`src/design/mmq_pkg.sv`:
```
`default_nettype none
package mmq_pkg;

   localparam int LEN_W = 7;

   localparam logic [1:0] OP_PUSH   = 2'd0;
   localparam logic [1:0] OP_POP    = 2'd1;
   localparam logic [1:0] OP_LATEST = 2'd2;
   localparam logic [1:0] OP_OVR    = 2'd3;

   localparam logic [2:0] CSR_ENABLE  = 3'd0;
   localparam logic [2:0] CSR_MAXLEN0 = 3'd1;
   localparam logic [2:0] CSR_MAXLEN3 = 3'd4;

   typedef enum logic [1:0] {
      ST_IDLE,
      ST_LEN,
      ST_COPY,
      ST_EMIT
   } state_type;

   typedef struct packed {
      logic [1:0]       kind;
      logic             ok;
      logic [7:0]       data;
      logic             byte_valid;
      logic [LEN_W-1:0] length;
      logic             flag;
      logic             last;
   } rsp_type;

   function automatic logic [LEN_W-1:0] min_len(input logic [LEN_W-1:0] a,
                                                input logic [LEN_W-1:0] b);
      return (a < b) ? a : b;
   endfunction

endpackage
`default_nettype wire

```
`src/design/mmq_held.sv`:
```
`default_nettype none
module mmq_held #(
   parameter int HW = 8
) (
   input  wire  logic          clock,
   input  wire  logic          we,
   input  wire  logic [HW-1:0] waddr,
   input  wire  logic [7:0]    wdata,
   input  wire  logic          re,
   input  wire  logic [HW-1:0] raddr,
   output logic       [7:0]    rdata
);
   import mmq_pkg::*;

   logic [7:0] mem [2**HW];
   logic [7:0] rdata_ff;

   always_ff @(posedge clock) begin
      if (we) begin
         mem[waddr] <= wdata;
      end
      if (re) begin
         rdata_ff <= mem[raddr];
      end
   end

   assign rdata = rdata_ff;

endmodule
`default_nettype wire

```
`config.mk`:
```
export PLATFORM = sky130hd
export DESIGN_NAME = mmq_held
export DESIGN_NICKNAME = d
export VERILOG_FILES = /design/src/design/mmq_pkg.sv /design/src/design/mmq_held.sv
export SDC_FILE = /design/constraint.sdc
export NUM_CORES = 2
export LEC_CHECK = 0
export BUFFER_PORTS_ARGS = -buffer_cell sky130_fd_sc_hd__buf_2
export CORE_MARGIN = 2
export CORE_UTILIZATION = 30
export DETAILED_ROUTE_END_ITERATION = 8
export PLACE_DENSITY = 0.47
export RECOVER_POWER = 25
export SYNTH_ARGS = -nofsm -noshare
export SYNTH_HDL_FRONTEND = slang
export SYNTH_SLANG_ARGS = --single-unit
```
`constraint.sdc`:
```
create_clock -name clock -period 3.4 [get_ports clock]
set_input_delay 0.51 -clock clock [delete_from_list [all_inputs] [get_ports clock]]
set_output_delay 0.51 -clock clock [all_outputs]
set_load 0.1 [all_outputs]
```
==> run metrics <==
warning count from the yosys run=0; initial antenna violation count=16; Clock Tree Root=clkbuf_16; Final Max Slew Viols=811; Power Density=572 mW/mm²; Hold Crit Class=input pin to register; GPL Wtd Cong=0.791; overall routing resource usage=16.4%; CP max FO=1; Crit Path Class=register to register; startpoint type of the worst setup path=register; final hold vios=0; leading area contributor after synthesis=edfxtp_1; crit share post-route=91.2%; Filler Cell Count=24500; layout cells sized above 1=30.1%; LEAKAGE=29.7 nW; Site Rows=189; Crit path buffers/inverters=1; Cell variety after synth=54; setup TNS=0 ns; Least-Margin Pin Slew=2.98 ns; vias per std cell=4.99; post-layout min period=3.10 ns; clk buf depth=3; nets=4314; fmax=323 MHz; Die ar.=0.270 mm²; Slew headroom=-98.7%; # DRC=0; critical path depth=6; # hold bufs at CTS=0; status=finished, violations left; max incr delay on CP=0.90 ns; Skew-Pair Late Insertion Delay=0.86 ns; Core ar.=0.265 mm²; Post-CTS Setup Inserts=0; CP max stage cell=nor4_1; CTS H-tree lvls=4; Post-synth EDFFs=2056; Overflow after GRT=0; via count=40000; failing checks=max-capacitance violations, max-slew violations; commonest non-fill, non-tap cell in the layout=edfxtp_1; DR iter-0 viols=4190; commonest cells after routing, fill and taps aside=edfxtp_1 (2056), buf_4 (485), mux4_2 (454), nor2_1 (279), clkbuf_16 (213); syn avg cell area=21.3 µm²; Worst Clk Skew=0.0637 ns; Seq/Total Area, Yosys=77.5%; top cells by area, synth=edfxtp_1 (78%), mux4_2 (13%), mux2i_1 (1.7%); critical path cell sequence=mux4_2 > mux4_2 > nor2b_1 > nor4_1 > buf_4 > nor4_2; post-synthesis instance area=0.0796 mm²; CP endpoint kind=register; clock buffer count from CTS=211; largest net degree at the start of global routing=105; Gate Count Post-Synth=3733; CP top delay family=simple AND/OR/NAND/NOR gates; Post-synth ARST share=0%; number of clock sinks=2056; Initial Util=30.1%; Synth top area share=77.5%; Hold Path Cell Cnt=3; Routed WL per cell=27.9 µm; Post-CTS Resized=0; vias in the first global route=41200; max_cap viols=10; I/O Buffers=34; die extent in x=519 µm; 1st-pass router iterations=5; TritonCTS clock tree=yes; ANT nets after route=0; Final Routed Wirelength=224 mm; HPWL Detailed=143 mm; area grow syn2layout=18.5%; dpl cells=7607; final cell count without fillers=8004; synthesis-stage register bit count=2056; Post-synth top flop=edfxtp_1; RSZ-0062 raised after global routing=no; reg2reg path depth=6; Net Count, Synth=3760; final setup violation count=0; Clk pin slew, worst setup/hold paths=0.07 ns; VDD IR max=0.000554 V; Req. time, crit path=3.98 ns; DIE HEIGHT=519 µm; first-pass GRT wire length=315 mm; # IOs=35; Critical Path Most Common Cell=mux4_2; worst path arrival time=3.68 ns
synth_stat cells, types with 2 or more instances:
cell type and number:
and2_1 6, nand3_1 34, o22a_1 5, mux4_2 454, buf_8 13, buf_12 8, nor2_1 282, a221oi_1 13
mux4_1 2, a2111oi_0 2, o22ai_1 28, nand2b_1 8, buf_6 21, nor2b_1 31, nand2_1 33, clkbuf_1 111
a31oi_1 2, edfxtp_1 2056, mux2i_1 134, o221ai_1 46, a22oi_1 133, buf_4 27, buf_2 31, nand4_1 10
buf_1 22, or2_2 4, a21oi_1 96, nand3b_1 2, nor4_2 3, a211oi_1 16, nor4_1 24, nor3_1 22
o21ai_1 2, o32ai_1 4, a22o_1 8, a2111oi_1 2, a311oi_1 2, o21ai_0 10, o211ai_1 10, and3b_1 2
cells by family (layout without fill, tap and decap cells):
logic type / after synthesis / in the layout / share of synthesized area [%]
buffers and inverters: 235 / 962 / 1.83
other: 0 / 11 / 0
AND/OR/NAND/NOR: 466 / 466 / 2.63
flip-flops: 2056 / 2056 / 77.5
multiplexers: 591 / 591 / 14.6
AO/OA/AOI/OAI: 385 / 385 / 3.42
per-layer routing:
layer	track usage [%]	share of wire [%]	vias up
li1	-	-	16800
met1	22.6	44	21600
met2	26.0	47	1198
met3	3.39	6.2	312
met4	4.94	2.9	4
met5	0	0.011	-
registers in the layout, summed over array words and instances, names as in the netlist:
name and flops:
rdata 8, mem 2048
report_power, final:
part / total (W) / leakage, nW / internal [W] / switching, W
Combinational: 0.00291 / 7.90 / 0.00103 / 0.00189
Clock: 0.0230 / 3.32 / 0.0132 / 0.00986
Sequential: 0.0280 / 18.5 / 0.0280 / 0.0000284
Total: 0.0539 / 29.7 / 0.0422 / 0.0118
cell type report:
| class | count | area, µm² | area share, % |
|---|---|---|---|
| timing repair buffer | 574 | 4830 | 5.12 |
| clock inverter | 126 | 1310 | 1.38 |
| sequential | 2056 | 61700 | 65.4 |
| tap | 3533 | 4420 | 4.68 |
| multi-input combinational | 1442 | 16500 | 17.5 |
| antenna | 11 | 27.5 | 0.0292 |
| clock buffer | 260 | 5510 | 5.83 |
| inverter | 2 | 7.51 | 0.00795 |
worst min-delay path, delay by kind of cell:
kind | cells | cell delay (ns)
buffers and inverters | 1 | 0.18
and+or+nand+nor | 2 | 0.31
final timing paths:
| check | startpoint | to | slack, ns |
|---|---|---|---|
| max reg2reg | mem[67][0] | rdata[0] | 0.30 |
| min reg2reg | mem[40][3] | rdata[3] | 1.16 |
| max | mem[67][0] | rdata[0] | 0.30 |
| min | waddr[1] | mem[163][5] | 0.34 |
metrics by stage:
step	cell area [µm²]	utilization, %	power, W	worst slack, ns	hold slack [ns]
final	94400	35.7	0.0539	0.300	0.341
after global routing	94400	35.7	0.0556	0.173	0.329
after CTS	94500	35.7	0.0545	0.317	0.0579
after detailed placement	87700	33.1	0.0315	-0.497	0.983
after global placement	87700	33.1	0.0315	-0.503	0.968
after floorplan	79600	-	0.0300	0.814	0.609
(Power assumes the default switching activity.)
